$ cat src/rtl/bvrm_pkg.sv
// Shared types, constants and address helpers for the banked VRAM remapper.
// No dependencies; imported by every other file of the block.
package bvrm_pkg;

  // Store geometry (eight banks of 2 KiB)
  localparam int BANK_COUNT  = 8;
  localparam int BANK_BYTES  = 2048;
  localparam int STORE_DEPTH = BANK_COUNT * BANK_BYTES;
  localparam int ADDR_W      = $clog2(STORE_DEPTH);
  localparam int BANK_W      = $clog2(BANK_COUNT);
  localparam int OFFS_W      = $clog2(BANK_BYTES);
  localparam int TILE_W      = 10;
  localparam int DATA_W      = 8;
  localparam int TARGET_W    = 15;
  localparam int QUEUE_DEPTH = 2;

  // Input op codes
  localparam logic [1:0] OP_BANK_WR = 2'd0;
  localparam logic [1:0] OP_VRAM_WR = 2'd1;
  localparam logic [1:0] OP_VRAM_RD = 2'd2;

  // Result kinds
  localparam logic [1:0] KIND_TILE  = 2'd0;
  localparam logic [1:0] KIND_BANK  = 2'd1;
  localparam logic [1:0] KIND_PLANE = 2'd2;
  localparam logic [1:0] KIND_READ  = 2'd3;

  // Classified command kinds carried through the queue
  typedef enum logic [1:0] {
    CMD_TILE  = 2'd0,
    CMD_BANK  = 2'd1,
    CMD_PLANE = 2'd2,
    CMD_READ  = 2'd3
  } cmd_kind_t;

  typedef struct packed {
    cmd_kind_t           kind;
    logic [ADDR_W-1:0]   addr;
    logic [DATA_W-1:0]   data;
  } bvrm_cmd_t;

  // Plane store base for the 1 KiB region given by address bits 12:10.
  // hi_sel picks the high-nibble plane. Regions without planes return 0.
  function automatic logic [TARGET_W-1:0] plane_base(input logic [2:0] region,
                                                     input logic hi_sel);
    logic [TARGET_W-1:0] base;
    base = '0;
    unique case (region)
      3'd1:    base = hi_sel ? 15'h2000 : 15'h0000;
      3'd2:    base = hi_sel ? 15'h4400 : 15'h4000;
      3'd3:    base = hi_sel ? 15'h2400 : 15'h0400;
      3'd5:    base = hi_sel ? 15'h2800 : 15'h0800;
      3'd6:    base = hi_sel ? 15'h4c00 : 15'h4800;
      3'd7:    base = hi_sel ? 15'h2c00 : 15'h0c00;
      default: base = '0;
    endcase
    return base;
  endfunction

endpackage

$ cat src/rtl/bvrm_queue.sv
// Short command queue between the front end and the back end.
// Depends on bvrm_pkg for the command type.
module bvrm_queue
  import bvrm_pkg::*;
#(
  parameter int DEPTH = QUEUE_DEPTH
) (
  input  logic      clk,
  input  logic      rst_n,
  input  logic      push,
  input  bvrm_cmd_t push_cmd,
  input  logic      pop,
  output bvrm_cmd_t head,
  output logic      empty,
  output logic      full
);

  localparam int PTR_W = (DEPTH > 1) ? $clog2(DEPTH) : 1;
  localparam int CNT_W = $clog2(DEPTH + 1);

  bvrm_cmd_t          slots_r [DEPTH];
  logic [PTR_W-1:0]   wr_ptr_r, wr_ptr_nxt;
  logic [PTR_W-1:0]   rd_ptr_r, rd_ptr_nxt;
  logic [CNT_W-1:0]   count_r, count_nxt;
  logic               do_push, do_pop;

  assign empty   = (count_r == '0);
  assign full    = (count_r == CNT_W'(DEPTH));
  assign do_push = push && !full;
  assign do_pop  = pop && !empty;
  assign head    = slots_r[rd_ptr_r];

  // Pointer and fill count update
  always_comb begin
    wr_ptr_nxt = wr_ptr_r;
    rd_ptr_nxt = rd_ptr_r;
    count_nxt  = count_r;
    if (do_push) begin
      wr_ptr_nxt = (wr_ptr_r == PTR_W'(DEPTH - 1)) ? '0 : wr_ptr_r + 1'b1;
    end
    if (do_pop) begin
      rd_ptr_nxt = (rd_ptr_r == PTR_W'(DEPTH - 1)) ? '0 : rd_ptr_r + 1'b1;
    end
    if (do_push && !do_pop) begin
      count_nxt = count_r + 1'b1;
    end else if (do_pop && !do_push) begin
      count_nxt = count_r - 1'b1;
    end
  end

  always_ff @(posedge clk) begin
    if (!rst_n) begin
      wr_ptr_r <= '0;
      rd_ptr_r <= '0;
      count_r  <= '0;
    end else begin
      wr_ptr_r <= wr_ptr_nxt;
      rd_ptr_r <= rd_ptr_nxt;
      count_r  <= count_nxt;
    end
  end

  // Slot storage, no reset needed
  always_ff @(posedge clk) begin
    if (do_push) begin
      slots_r[wr_ptr_r] <= push_cmd;
    end
  end

endmodule

$ cat config.mk
export PLATFORM = sky130hd
export DESIGN_NAME = bvrm_queue
export DESIGN_NICKNAME = d
export VERILOG_FILES = /design/src/rtl/bvrm_pkg.sv /design/src/rtl/bvrm_queue.sv
export SDC_FILE = /design/constraint.sdc
export NUM_CORES = 1
export LEC_CHECK = 0
export ABC_AREA = 1
export BUFFER_PORTS_ARGS = -buffer_cell sky130_fd_sc_hd__buf_2
export CAP_MARGIN = 20
export CORE_MARGIN = 2
export CORE_UTILIZATION = 28
export CTS_CLUSTER_DIAMETER = 150
export CTS_CLUSTER_SIZE = 12
export DETAILED_ROUTE_END_ITERATION = 6
export PLACE_DENSITY = 0.48
export SYNTH_ARGS = -nofsm -noshare
export SYNTH_HDL_FRONTEND = slang
export SYNTH_SLANG_ARGS = --single-unit
$ cat constraint.sdc
create_clock -name clk -period 1.9 [get_ports clk]
set_input_delay 0.38 -clock clk [delete_from_list [all_inputs] [get_ports clk]]
set_output_delay 0.38 -clock clk [all_outputs]
set_load 0.01 [all_outputs]
==> results.yml <==
worst_setup_path:
  end_kind: "output port"
  path_class: "flip-flop to output port"
  worstPathArrival_ns: 1.40
  crit_path_max_fanout: 19
  cp-start-kind: "flip-flop"
  reg2reg_from: "count_r[1]"
  critical_path_required_ns: 1.52
route:
  finalWirelength_um: 3531
  antenna_left: 0
  drcViolationCount: 0
  avgRoutedWirePerCell_um: 12.89
  vias: 1108
  vias_per_cell: 4.044
  first_pass_iters: 4
  drt-initial-drc-count: 71
clocking:
  root_buffer: "clkbuf_8"
  clock_path_buffers: 2
  htree_num_levels: 2
  cts_tree: "done"
  clock_sinks: 53
  insertion_delay_ns: 0.29
  clkTransAtPathRegs_ns: 0.09
  cts_buffers: 5
yosys:
  synth_edf_count: 48
  synth_fp_nets: 142
  ys_ff_latch: 53
  ys_seq_area_share_pct: 73.99
  synthesis.area_um2: 2083
  yosys_most_used_dff: "edfxtp_1"
  syn_avg_cell_area_um2: 18.44
  yosys-top-cells-count: "48 x edfxtp_1, 20 x mux2_4, 11 x nor2_1"
  synth-async-reset-ratio_pct: 0
  synth_area_leaders: "edfxtp_1 69%, mux2_4 14%, dfxtp_1 4.8%"
  ys_warn_count: 0
  ys_types: 15
  synth_top_area_share_pct: 69.19
  yosys.area.top_type: "edfxtp_1"
  synthCells: 113
  synth_most_common_cell: "edfxtp_1"
cells_and_area:
  areaGrowthSynthToFinish_pct: 24.02
  regArea_um2: 1545
  fillers: 714
  multi_input_area_um2: 461.7
  drive_above_1_share_pct: 53.14
  antenna-diode-count: 0
  final_area_um2: 2584
  finalNetCount: 204
sta:
  worst_pin_slew_ns: 0.2337
  slew_headroom_pct: 84.37
  hold_violations: 0
  fin_skew_ns: 0.007017
  fmax_mhz: 563.1
  fin_crit_sh_pct: 93.46
  drv_slew: 0
  period_needed_ns: 1.776
  finalSetupViolCount: 0
  timing.hold.ws_ns: 0.2700
  rsz0062_at_grt: "false"
placement:
  placed_cell_area_um2: 2477
  io_buffers: 53
  hpwlAfterDp_um: 2574
  place.gp.congestion: 0.6328
power_and_ir_drop:
  vdd_drop_max_mv: 0.5388
  leakage_nw: 1.031
  total_power_mw: 3.177
  power_density_nw_per_um2: 1230
status:
  outcome: "complete, no violations"
grt:
  use_met3_pct: 3.506
  overflow: 0
  grt_use_met2_pct: 15.04
  busiest_layer: "met2"
  grt_pass1_vias: 1170
  antenna_found_initial: 0
  track_usage_pct: 8.812
  grt_pass1_wl_um: 5568
  grt_use_met1_pct: 10.21
  grt_max_degree: 20
floorplanning:
  core_area_um2: 7214
  ioPinCount: 54
  die_area_um2: 8146
  fp.dieW_um: 90.26
  start_util_pct: 28.88
  die_h_um: 90.26
  std_cell_rows: 31
worst_hold_path:
  min_from: "push_cmd[15]"
  hold_class: "input pin to flip-flop"
run:
  cap_violations: 0
## final cells by class
cell class / count / share of cell area (%)
Clock buffer: 5 / 2.663
Clock inverter: 2 / 1.356
Inverter: 9 / 1.308
Multi-Input combinational cell: 48 / 17.87
Sequential cell: 53 / 59.81
Tap cell: 99 / 4.794
Timing Repair Buffer: 58 / 12.20
## cell families (layout without fill, tap and decap cells)
group	after synthesis	count (layout)	synth area share (%)
buf+inv	12	74	4.084
flops	53	53	73.99
compound gates	4	4	1.141
mux	24	24	16.58
simple gates	19	19	3.604
fa+ha+maj	1	1	0.6005
## path summary, 6_finish.rpt
check / end / slack, ns / depth (start not counted)
min reg2reg: flip-flop / 0.52 / 2
max reg2reg: count_r[1] / 0.34 / 9
max: head[2] / 0.12 / 3
min: slots_r[0][15] / 0.27 / 1
## stage by stage
stage               worst slack [ns]  utilization (%)  std cells  TNS, ns
finish                        0.1242            35.81        274        0
global route                 0.04685            35.81        274        0
CTS                          0.04004            35.78        274        0
detailed placement            0.3718            34.34        267        0
global placement              0.3977            34.34        267        0
floorplan                  -0.007298                -        113  -0.3488
## placed cells by master (no fill, tap or decap), drive strengths merged
cell type | netlist | layout
dfxtp | 5 | 5
buf | 3 | 58
nand2 | 6 | 6
a21oi | 1 | 1
clkinv | 0 | 1
nor2 | 11 | 11
edfxtp | 48 | 48
mux2 | 24 | 24
inv | 9 | 9
nand3 | 1 | 1
nand4 | 1 | 1
clkbuf | 0 | 5
ha | 1 | 1
o21ai | 3 | 3
bufinv | 0 | 1
## timing repair
action | 4_1_cts | 5_1_grt
endpoints found under the setup margin | 0 | 1
setup buffers | 0 | 0
hold buffers | 0 | 0
resized for setup | 0 | 1
## state kept, by name (all words and copies together), names as in the netlist, named ones only
signal	count
slots_r	48
count_r	2
wr_ptr_r	1
rd_ptr_r	1
## worst max-delay path, cell delays in order (launching register included)
cell and delay [ns]:
dfxtp_4 0.41, buf_12 0.20, mux2_2 0.35, buf_2 0.14
## power by group
group	switching (mW)	total, mW	internal [mW]
clock	0.327	0.710	0.383
combinational	0.462	0.913	0.451
sequential	0.0763	1.55	1.48
## layer usage
layer / part of all wire (%) / vias to the layer above
met3: 7.0 / 2
li1: - / 534
met2: 49 / 40
met5: 0 / -
met4: 0.40 / 0
met1: 43 / 532
(Power assumes the default switching activity.)
