## config.mk

```make
export PLATFORM = sky130hd
export DESIGN_NAME = bvrm_front
export DESIGN_NICKNAME = d
export VERILOG_FILES = /design/src/rtl/bvrm_pkg.sv /design/src/rtl/bvrm_front.sv
export SDC_FILE = /design/constraint.sdc
export NUM_CORES = 1
export LEC_CHECK = 0
export ABC_AREA = 1
export BUFFER_PORTS_ARGS = -buffer_cell sky130_fd_sc_hd__buf_2
export CAP_MARGIN = 5
export CORE_UTILIZATION = 26
export DETAILED_ROUTE_END_ITERATION = 10
export GPL_TIMING_DRIVEN = 1
export PLACE_DENSITY = 0.73
export SLEW_MARGIN = 30
export SYNTH_ARGS = -nofsm -noshare
export SYNTH_HDL_FRONTEND = slang
export SYNTH_SLANG_ARGS = --single-unit
```

## constraint.sdc

```tcl
create_clock -name clk -period 0.8 [get_ports clk]
set_input_delay 0.04 -clock clk [delete_from_list [all_inputs] [get_ports clk]]
set_output_delay 0.04 -clock clk [all_outputs]
set_load 0.02 [all_outputs]
```

## src/rtl/bvrm_pkg.sv

```systemverilog
// Shared types, constants and address helpers for the banked VRAM remapper.
// No dependencies; imported by every other file of the block.
package bvrm_pkg;

  // Store geometry (eight banks of 2 KiB)
  localparam int BANK_COUNT  = 8;
  localparam int BANK_BYTES  = 2048;
  localparam int STORE_DEPTH = BANK_COUNT * BANK_BYTES;
  localparam int ADDR_W      = $clog2(STORE_DEPTH);
  localparam int BANK_W      = $clog2(BANK_COUNT);
  localparam int OFFS_W      = $clog2(BANK_BYTES);
  localparam int TILE_W      = 10;
  localparam int DATA_W      = 8;
  localparam int TARGET_W    = 15;
  localparam int QUEUE_DEPTH = 2;

  // Input op codes
  localparam logic [1:0] OP_BANK_WR = 2'd0;
  localparam logic [1:0] OP_VRAM_WR = 2'd1;
  localparam logic [1:0] OP_VRAM_RD = 2'd2;

  // Result kinds
  localparam logic [1:0] KIND_TILE  = 2'd0;
  localparam logic [1:0] KIND_BANK  = 2'd1;
  localparam logic [1:0] KIND_PLANE = 2'd2;
  localparam logic [1:0] KIND_READ  = 2'd3;

  // Classified command kinds carried through the queue
  typedef enum logic [1:0] {
    CMD_TILE  = 2'd0,
    CMD_BANK  = 2'd1,
    CMD_PLANE = 2'd2,
    CMD_READ  = 2'd3
  } cmd_kind_t;

  typedef struct packed {
    cmd_kind_t           kind;
    logic [ADDR_W-1:0]   addr;
    logic [DATA_W-1:0]   data;
  } bvrm_cmd_t;

  // Plane store base for the 1 KiB region given by address bits 12:10.
  // hi_sel picks the high-nibble plane. Regions without planes return 0.
  function automatic logic [TARGET_W-1:0] plane_base(input logic [2:0] region,
                                                     input logic hi_sel);
    logic [TARGET_W-1:0] base;
    base = '0;
    unique case (region)
      3'd1:    base = hi_sel ? 15'h2000 : 15'h0000;
      3'd2:    base = hi_sel ? 15'h4400 : 15'h4000;
      3'd3:    base = hi_sel ? 15'h2400 : 15'h0400;
      3'd5:    base = hi_sel ? 15'h2800 : 15'h0800;
      3'd6:    base = hi_sel ? 15'h4c00 : 15'h4800;
      3'd7:    base = hi_sel ? 15'h2c00 : 15'h0c00;
      default: base = '0;
    endcase
    return base;
  endfunction

endpackage

```

## src/rtl/bvrm_front.sv

```systemverilog
// Front end: takes bus transfers, holds the bank register, classifies VRAM accesses.
// Depends on bvrm_pkg; feeds bvrm_queue.
module bvrm_front
  import bvrm_pkg::*;
(
  input  logic              clk,
  input  logic              rst_n,
  input  logic              in_valid,
  output logic              in_ready,
  input  logic [1:0]        op,
  input  logic [ADDR_W-1:0] bus_offset,
  input  logic [DATA_W-1:0] bus_data,
  input  logic              q_full,
  output logic              q_push,
  output bvrm_cmd_t         q_cmd
);

  logic [DATA_W-1:0] bank_reg_r;
  logic [DATA_W-1:0] bank_reg_nxt;
  logic [BANK_W-1:0] bank;
  logic [OFFS_W-1:0] low;
  logic [ADDR_W-1:0] bank_addr;
  logic              accept;
  logic              is_tile;

  assign in_ready = !q_full;
  assign accept   = in_valid && in_ready;

  // Bank register: bits 3:1 select the bank
  always_comb begin
    bank_reg_nxt = bank_reg_r;
    if (accept && op == OP_BANK_WR) begin
      bank_reg_nxt = bus_data;
    end
  end

  always_ff @(posedge clk) begin
    if (!rst_n) begin
      bank_reg_r <= '0;
    end else begin
      bank_reg_r <= bank_reg_nxt;
    end
  end

  // Address remap and classification
  assign bank      = bank_reg_r[BANK_W:1];
  assign low       = bus_offset[OFFS_W-1:0];
  assign bank_addr = {bank, low};
  assign is_tile   = !bank[0] && !low[TILE_W];

  always_comb begin
    q_push       = 1'b0;
    q_cmd.kind   = CMD_READ;
    q_cmd.addr   = bus_offset;
    q_cmd.data   = bus_data;
    if (accept && op == OP_VRAM_RD) begin
      q_push = 1'b1;
    end else if (accept && op == OP_VRAM_WR) begin
      q_push = 1'b1;
      if (is_tile) begin
        q_cmd.kind = CMD_TILE;
        q_cmd.addr = {{(ADDR_W-TILE_W){1'b0}}, low[TILE_W-1:0]};
      end else begin
        // planes exist unless region bits 11:10 are both zero
        q_cmd.kind = (bank_addr[11:10] != 2'b00) ? CMD_PLANE : CMD_BANK;
        q_cmd.addr = bank_addr;
      end
    end
  end

endmodule

```

==> impl_metrics.prom, run 1 <==
# TYPE chip_impl_metric gauge
chip_impl_metric{name="fillers",unit=""} 154
chip_impl_metric{name="grt_first_pass_wirelength",unit="um"} 1076
chip_impl_info{name="worst_hold_path_type",value="input pin to register"} 1
chip_impl_metric{name="grt_start_max_net_pins",unit=""} 8
chip_impl_info{name="setup.worst_path.end_class",value="output port"} 1
chip_impl_metric{name="timing.final.max_slew_violations",unit=""} 0
chip_impl_metric{name="synth_warnings",unit=""} 0
chip_impl_metric{name="globalRouteTotalUtil",unit="%"} 10.63
chip_impl_metric{name="hold_buffers",unit=""} 0
chip_impl_metric{name="die_area",unit="sq um"} 1640
chip_impl_metric{name="drive_above_1_share",unit="%"} 57.33
chip_impl_metric{name="drv.max_cap_violation_count",unit=""} 0
chip_impl_info{name="cts_tree",value="built"} 1
chip_impl_metric{name="std_cell_rows",unit=""} 13
chip_impl_metric{name="data_required_time_at_the_worst_endpoint",unit="ns"} 0.76
chip_impl_metric{name="arrival",unit="ns"} 0.95
chip_impl_metric{name="largest_reg_flops",unit=""} 3
chip_impl_info{name="outcome",value="finished, violations left"} 1
chip_impl_metric{name="synth_top_area_share",unit="%"} 35.06
chip_impl_metric{name="initial_core_util",unit="%"} 28.89
chip_impl_metric{name="port_buffers",unit=""} 23
chip_impl_info{name="synth.most_common_cell",value="sky130_fd_sc_hd__buf_4"} 1
chip_impl_metric{name="place.gp.congestion",unit=""} 0.6558
chip_impl_metric{name="critical_path_peak_fanout",unit=""} 3
chip_impl_metric{name="cts_made_buffers",unit=""} 3
chip_impl_metric{name="diodes",unit=""} 0
chip_impl_metric{name="timing.clock.skew",unit="ns"} 0
chip_impl_metric{name="final_period_minus_worst_setup_slack",unit="ns"} 0.9930
chip_impl_metric{name="fin_worst_hold_slack",unit="ns"} 0.04435
chip_impl_info{name="biggestRegsByFlops",value="bank_reg_r (3)"} 1
chip_impl_metric{name="num_vias",unit=""} 371
chip_impl_metric{name="setup_total_negative_slack",unit="ns"} -0.7231
chip_impl_metric{name="design.final.nets",unit=""} 104
chip_impl_info{name="registers.top_by_ff_count",value="bank_reg_r"} 1
chip_impl_info{name="crit_path_cell_trace",value="nor2_4 > buf_4 > nand2_2 > buf_6"} 1
chip_impl_metric{name="number_of_antenna_violations_at_the_first_check_in_global_routing",unit=""} 0
chip_impl_info{name="globalRoute.busiestLayer",value="met2"} 1
chip_impl_metric{name="clkTransAtPathRegs",unit="ns"} 0.04
chip_impl_metric{name="synth.yosys.seq_area_share",unit="%"} 15.58
chip_impl_metric{name="number_of_enable_flip_flop_cells_after_synthesis",unit=""} 0
chip_impl_metric{name="grt_remaining_overflow",unit=""} 0
chip_impl_metric{name="final-setup-viol-count",unit=""} 4
chip_impl_metric{name="ff_latch_area",unit="sq um"} 63.81
chip_impl_metric{name="number_of_remaining_drc_errors",unit=""} 0
chip_impl_metric{name="max_slew_margin",unit="%"} 84.81
chip_impl_metric{name="clk_latency",unit="ns"} 0.23
chip_impl_info{name="yosys.area.top_type",value="sky130_fd_sc_hd__buf_4"} 1
chip_impl_metric{name="period_share",unit="%"} 124.1
chip_impl_metric{name="postSynthNetCount",unit=""} 91
chip_impl_metric{name="die_width",unit="um"} 40.50
chip_impl_metric{name="synth_async_sr_flop_share",unit="%"} 0
chip_impl_metric{name="fp.dieH",unit="um"} 40.50
chip_impl_metric{name="setup_slack_of_the_critical_path_after_layout",unit="ns"} -0.1930
chip_impl_info{name="worstSetupStartpointType",value="register"} 1
chip_impl_metric{name="place_hpwl",unit="um"} 590.6
chip_impl_metric{name="via_per_inst",unit=""} 4.122
chip_impl_metric{name="worst_voltage_drop_across_the_vdd_grid",unit="mV"} 0.3784
chip_impl_metric{name="slowest_delay",unit="ns"} 0.32
chip_impl_metric{name="dr.pass1.iters",unit=""} 2
chip_impl_metric{name="power_density",unit="nW/um^2"} 1304
chip_impl_metric{name="post_synth_instance_area",unit="sq um"} 385.4
chip_impl_metric{name="synth_cells",unit=""} 63
chip_impl_info{name="violations",value="setup timing"} 1
chip_impl_metric{name="top_level_ports",unit=""} 54
chip_impl_metric{name="timing.final.hold_violations",unit=""} 0
chip_impl_metric{name="routed_wire_length_per_instance",unit="um"} 8.478
chip_impl_info{name="setup_repair_after_global_routing_missed_its_margin",value="true"} 1
chip_impl_metric{name="timing_limited_maximum_frequency",unit="GHz"} 1.007
chip_impl_info{name="clock-root-buffer",value="sky130_fd_sc_hd__clkbuf_4"} 1
chip_impl_info{name="critPathSlowestCell",value="sky130_fd_sc_hd__dfxtp_2"} 1
chip_impl_metric{name="clock-sinks",unit=""} 3
chip_impl_metric{name="yosysUniqueCellTypes",unit=""} 13
chip_impl_metric{name="power.leakage",unit="nW"} 0.2588
chip_impl_metric{name="ys_ff_latch",unit=""} 3
chip_impl_metric{name="tightestPinTransition",unit="ns"} 0.2275
chip_impl_info{name="netlist_top_cells_count",value="sky130_fd_sc_hd__buf_4 (18), sky130_fd_sc_hd__nand2_1 (13), sky130_fd_sc_hd__inv_1 (7), sky130_fd_sc_hd__nor2_1 (6), sky130_fd_sc_hd__a21oi_1 (4)"} 1
chip_impl_metric{name="drt_iter0_drc",unit=""} 2
chip_impl_metric{name="clock_tree.htree_level_count",unit=""} 1
chip_impl_metric{name="ant_nets",unit=""} 0
chip_impl_metric{name="max-clock-path-buffers",unit=""} 2
chip_impl_metric{name="routed_wl",unit="um"} 763
chip_impl_metric{name="core-area",unit="sq um"} 1334
chip_impl_metric{name="global_route.usage.met2",unit="%"} 17.86
chip_impl_metric{name="area_growth_syn_to_layout",unit="%"} 24.03
chip_impl_metric{name="multi_input_logic_area",unit="sq um"} 165.2
chip_impl_metric{name="grt_use_met1",unit="%"} 8.117
chip_impl_info{name="dominantRegCellSynth",value="sky130_fd_sc_hd__dfxtp_1"} 1
chip_impl_metric{name="first_global_vias",unit=""} 301
chip_impl_info{name="synthTopCellsByArea",value="sky130_fd_sc_hd__buf_4 (35%), sky130_fd_sc_hd__dfxtp_1 (16%), sky130_fd_sc_hd__nand2_1 (13%)"} 1
chip_impl_metric{name="grtUsageMet3",unit="%"} 7.778
chip_impl_metric{name="synthesis.area_per_instance",unit="sq um"} 6.117
chip_impl_info{name="worstSetupPathType",value="register to output port"} 1
-- through the flow --
stage	total power [mW]	setup slack [ns]	instances	instance area (sq um)	util (%)
detailed placement	0.3253	-0.02095	83	387.9	29.08
global placement	0.3214	0.01017	83	387.9	29.08
CTS	0.6255	-0.1966	87	447.9	33.58
floorplan	0.3734	0.07170	63	385.4	-
finish	0.6232	-0.1930	90	478.0	35.83
global route	0.6821	-0.2746	90	478.0	35.83
-- critical path: cells and delay by family, from the launching register on --
kind	cells	cell delay [ns]
buffers and inverters	2	0.25
flip-flops	1	0.32
AND/OR/NAND/NOR	2	0.14
-- power by group --
part,internal (mW),switching [mW]
sequential,0.157,0.00337
combinational,0.0883,0.108
clock,0.187,0.0798
total,0.432,0.191
-- layer usage --
metal | vias up | share of wire, %
li1 | 196 | -
met2 | 23 | 54
met5 | - | 0
met3 | 0 | 12
met4 | 0 | 0
met1 | 152 | 34
-- cell type report --
class	count	share of cell area, %
Tap cell	15	3.927
Timing Repair Buffer	27	35.60
Sequential cell	3	13.35
Inverter	9	7.068
Clock buffer	4	5.497
Multi-Input combinational cell	32	34.55
-- cells by family (layout without fill, tap and decap cells) --
kind of cell | count (synthesis) | in the layout | synth area share [%]
and+or+nand+nor | 27 | 27 | 33.12
AOI/OAI and AO/OA | 5 | 5 | 6.492
DFF | 3 | 3 | 15.59
buffers and inverters | 28 | 40 | 44.81
-- repair_timing --
action                     CTS  global route
setup buffers                0             3
setup endpoints to repair    4             5
gates resized for setup     11             4
pin swaps                    3             2
-- cells in the final DEF, fill, tap and decap left out --
cell type | Yosys | layout
sky130_fd_sc_hd__a21oi_1 | 4 | 4
sky130_fd_sc_hd__buf_2 | 0 | 19
sky130_fd_sc_hd__buf_4 | 18 | 4
sky130_fd_sc_hd__buf_6 | 0 | 4
sky130_fd_sc_hd__clkbuf_1 | 1 | 1
sky130_fd_sc_hd__clkbuf_4 | 0 | 3
sky130_fd_sc_hd__dfxtp_2 | 0 | 3
sky130_fd_sc_hd__inv_1 | 7 | 7
sky130_fd_sc_hd__inv_2 | 2 | 2
sky130_fd_sc_hd__nand2_1 | 13 | 12
sky130_fd_sc_hd__nand2_2 | 2 | 3
sky130_fd_sc_hd__nand3_1 | 3 | 3
sky130_fd_sc_hd__nor2_1 | 6 | 4
sky130_fd_sc_hd__nor2_2 | 1 | 2
sky130_fd_sc_hd__nor2_4 | 2 | 3
sky130_fd_sc_hd__o21ai_1 | 1 | 1
-- final timing paths --
kind / end / startpoint / slack (ns) / cells after the start
worst max-delay path: q_cmd[23] / bank_reg_r[1]$_SDFFE_PN0P_ / -0.19 / 4
worst min-delay path: bank_reg_r[2]$_SDFFE_PN0P_ / rst_n / 0.04 / 3
worst min register to register: bank_reg_r[2]$_SDFFE_PN0P_ / bank_reg_r[2]$_SDFFE_PN0P_ / 0.46 / 2
worst max register to register: bank_reg_r[1]$_SDFFE_PN0P_ / bank_reg_r[1]$_SDFFE_PN0P_ / 0.06 / 3
Power figures use the tool's default switching activity.
==> run 2: changes to the inputs <==
--- a/config.mk
+++ b/config.mk
@@ -8,10 +8,10 @@
 export ABC_AREA = 1
 export BUFFER_PORTS_ARGS = -buffer_cell sky130_fd_sc_hd__buf_2
 export CAP_MARGIN = 5
-export CORE_UTILIZATION = 26
+export CORE_UTILIZATION = 29
 export DETAILED_ROUTE_END_ITERATION = 10
 export GPL_TIMING_DRIVEN = 1
-export PLACE_DENSITY = 0.73
+export PLACE_DENSITY = 0.77
 export SLEW_MARGIN = 30
 export SYNTH_ARGS = -nofsm -noshare
 export SYNTH_HDL_FRONTEND = slang
==> constraint.sdc (replaced) <==
create_clock -name clk -period 0.95 [get_ports clk]
set_input_delay 0.0475 -clock clk [delete_from_list [all_inputs] [get_ports clk]]
set_output_delay 0.0475 -clock clk [all_outputs]
set_load 0.02 [all_outputs]
==> run 2 against run 1 <==
  * Utilization increased by 2.2 points
  * Highest routed layer is now met4
  * Critical endpoint is now q_cmd[20]
  * Clock power decreased by 19%
  * The run still ends with setup timing left
  * Sequential share of layout area increased by 0.98 points
  * Global-route usage decreased by 0.65 points
  * Cell count decreased by 4.4%
==> impl_metrics.prom, run 2 (synthesized netlist as in run 1, its figures left out) <==
# TYPE chip_impl_metric gauge
chip_impl_info{name="outcome",value="finished, violations left"} 1
chip_impl_info{name="violations",value="setup timing"} 1
chip_impl_metric{name="reg2reg_depth",unit=""} 2
chip_impl_metric{name="via_per_inst",unit=""} 4.128
chip_impl_metric{name="clk_latency",unit="ns"} 0.22
chip_impl_info{name="crit_path_cell_trace",value="nor2_4 > nor2_1 > nand2_1 > nand2_1 > buf_6"} 1
chip_impl_metric{name="drv.max_cap_violation_count",unit=""} 0
chip_impl_metric{name="grt_first_pass_wirelength",unit="um"} 1000
chip_impl_metric{name="power_density",unit="nW/um^2"} 1118
chip_impl_metric{name="area_growth_syn_to_layout",unit="%"} 15.58
chip_impl_metric{name="timing.final.max_slew_violations",unit=""} 0
chip_impl_metric{name="utilization",unit="%"} 38.03
chip_impl_metric{name="std_cell_rows",unit=""} 12
chip_impl_metric{name="grt_remaining_overflow",unit=""} 0
chip_impl_metric{name="core-area",unit="sq um"} 1171
chip_impl_info{name="setup_repair_after_global_routing_missed_its_margin",value="true"} 1
chip_impl_info{name="worstSetupPathType",value="register to output port"} 1
chip_impl_info{name="worst_hold_path_type",value="input pin to register"} 1
chip_impl_metric{name="rrSetupSlack",unit="ns"} 0.34
chip_impl_metric{name="worst_voltage_drop_across_the_vdd_grid",unit="mV"} 0.3420
chip_impl_metric{name="cp_num_buf_inv",unit=""} 1
chip_impl_metric{name="top_level_ports",unit=""} 54
chip_impl_metric{name="number_of_antenna_violations_at_the_first_check_in_global_routing",unit=""} 0
chip_impl_info{name="clock-root-buffer",value="sky130_fd_sc_hd__clkbuf_4"} 1
chip_impl_metric{name="final_period_minus_worst_setup_slack",unit="ns"} 1.001
chip_impl_metric{name="die_area",unit="sq um"} 1479
chip_impl_metric{name="hold_depth",unit=""} 3
chip_impl_metric{name="total_power",unit="mW"} 0.4981
chip_impl_info{name="final_common_cell",value="sky130_fd_sc_hd__buf_2"} 1
chip_impl_metric{name="setup_slack_of_the_critical_path_after_layout",unit="ns"} -0.05059
chip_impl_metric{name="clock_power_share",unit="%"} 43.3
chip_impl_info{name="biggestRegsByFlops",value="bank_reg_r (3)"} 1
chip_impl_info{name="cts_tree",value="built"} 1
chip_impl_metric{name="tightestPinTransition",unit="ns"} 0.2168
chip_impl_metric{name="timing_limited_maximum_frequency",unit="GHz"} 0.9994
chip_impl_metric{name="grt_start_max_net_pins",unit=""} 8
chip_impl_metric{name="final_cells",unit=""} 86
chip_impl_metric{name="drive_above_1_share",unit="%"} 51.39
chip_impl_metric{name="period_share",unit="%"} 105.3
chip_impl_metric{name="max_slew_margin",unit="%"} 85.53
chip_impl_metric{name="ant_nets",unit=""} 0
chip_impl_metric{name="die_width",unit="um"} 38.46
chip_impl_metric{name="diodes",unit=""} 0
chip_impl_info{name="critPathSlowestCell",value="sky130_fd_sc_hd__dfxtp_4"} 1
chip_impl_metric{name="num_vias",unit=""} 355
chip_impl_metric{name="power_report.internal_total",unit="mW"} 0.3505
chip_impl_info{name="final_cell_mix",value="sky130_fd_sc_hd__buf_2 (20), sky130_fd_sc_hd__nand2_1 (12), sky130_fd_sc_hd__inv_1 (7)"} 1
chip_impl_metric{name="globalRouteTotalUtil",unit="%"} 9.988
chip_impl_metric{name="cts_made_buffers",unit=""} 3
chip_impl_metric{name="arrival",unit="ns"} 0.95
chip_impl_metric{name="post-route-cell-area",unit="sq um"} 445.4
chip_impl_metric{name="number_of_remaining_drc_errors",unit=""} 0
chip_impl_metric{name="setup_total_negative_slack",unit="ns"} -0.1445
chip_impl_metric{name="final-setup-viol-count",unit=""} 3
chip_impl_metric{name="place_hpwl",unit="um"} 514.5
chip_impl_metric{name="placed_cells_incl_taps",unit=""} 81
chip_impl_metric{name="data_required_time_at_the_worst_endpoint",unit="ns"} 0.90
chip_impl_metric{name="largest_reg_flops",unit=""} 3
chip_impl_metric{name="port_buffers",unit=""} 23
chip_impl_metric{name="max-clock-path-buffers",unit=""} 2
chip_impl_metric{name="fp.dieH",unit="um"} 38.46
chip_impl_info{name="worst_r2r_startpoint",value="bank_reg_r[1]$_SDFFE_PN0P_"} 1
chip_impl_metric{name="fin_worst_hold_slack",unit="ns"} 0.06024
chip_impl_metric{name="initial_core_util",unit="%"} 32.91
chip_impl_info{name="worstSetupStartpointType",value="register"} 1
chip_impl_metric{name="routed_wire_length_per_instance",unit="um"} 7.407
chip_impl_info{name="setup.worst_path.end_class",value="output port"} 1
chip_impl_metric{name="first_global_vias",unit=""} 302
chip_impl_info{name="crit_top_cell",value="sky130_fd_sc_hd__nand2_1"} 1
chip_impl_metric{name="slowest_delay",unit="ns"} 0.34
chip_impl_metric{name="dr.pass1.iters",unit=""} 2
chip_impl_metric{name="timing.clock.skew",unit="ns"} 0
chip_impl_metric{name="hold_buffers",unit=""} 0
chip_impl_metric{name="pwr-share-comb",unit="%"} 30.1
chip_impl_metric{name="clock_tree.htree_level_count",unit=""} 1
chip_impl_metric{name="place.gp.congestion",unit=""} 0.6715
chip_impl_metric{name="design.final.nets",unit=""} 101
chip_impl_metric{name="critical_path_peak_fanout",unit=""} 3
chip_impl_metric{name="clkTransAtPathRegs",unit="ns"} 0.03
chip_impl_info{name="timing.rr.end",value="bank_reg_r[1]$_SDFFE_PN0P_"} 1
chip_impl_metric{name="drt_iter0_drc",unit=""} 2
chip_impl_metric{name="dp_worst_setup_slack",unit="ns"} 0.1074
chip_impl_metric{name="power.leakage",unit="nW"} 0.2409
chip_impl_metric{name="timing.final.hold_violations",unit=""} 0
chip_impl_info{name="top_family_by_delay_on_critical_path",value="flip-flops"} 1
chip_impl_metric{name="clock-sinks",unit=""} 3
chip_impl_metric{name="sequentialPowerShare",unit="%"} 26.6
chip_impl_info{name="registers.top_by_ff_count",value="bank_reg_r"} 1
chip_impl_metric{name="routed_wl",unit="um"} 637
chip_impl_metric{name="sw_frac_of_total",unit="%"} 29.64
chip_impl_info{name="worst_hold_path.endpoint",value="bank_reg_r[1]$_SDFFE_PN0P_"} 1
chip_impl_info{name="min-delay-start",value="rst_n"} 1
chip_impl_metric{name="switching_power",unit="mW"} 0.1476
chip_impl_metric{name="placed_cell_area",unit="sq um"} 379.1
[run 2: power by group through the flow]
stage	clock network, mW	registers (mW)	logic, mW
after floorplan	0	0.135	0.180
after global routing	0.241	0.133	0.167
after global placement	0	0.135	0.134
after detailed placement	0	0.135	0.135
final	0.216	0.133	0.150
after CTS	0.224	0.135	0.146
[run 2: how the worst max path moves through the flow]
stage	startpoint	to	cells past startpoint
finish	bank_reg_r[1]$_SDFFE_PN0P_	q_cmd[20]	5
global route	bank_reg_r[1]$_SDFFE_PN0P_	q_cmd[20]	5
CTS	bank_reg_r[1]$_SDFFE_PN0P_	q_cmd[20]	5
floorplan	bank_reg_r[1]$_SDFFE_PN0P_	q_cmd[20]	4
global placement	bank_reg_r[1]$_SDFFE_PN0P_	q_cmd[20]	5
detailed placement	bank_reg_r[1]$_SDFFE_PN0P_	q_cmd[20]	5
[run 2: final cells by class]
class,instances,area [sq um]
fill,135,725.7
multi-input combinational,32,162.7
timing repair buffer,24,141.4
sequential,3,63.81
inverter,9,33.78
clock buffer,4,26.28
tap,14,17.52
[run 2: worst register-to-register path: cells and delay by family (launching register included)]
family	cells	cell delay, ns
AOI/OAI and AO/OA	1	0.11
and+or+nand+nor	1	0.05
DFF	1	0.34
[run 2: routing by layer]
layer	track usage (%)	wire [um]	share of wire (%)	vias to the layer above
li1	-	-	-	187
met1	7.317	243	38	142
met2	17.37	306	48	20
met3	6.977	68	11	6
met4	7.759	19	3.0	0
met5	0	0	0	-
[run 2: repair_timing]
item | CTS | global route
setup buffers | 0 | 1
resized for setup | 7 | 4
setup endpoints to repair | 3 | 4
pin swaps | 3 | 0
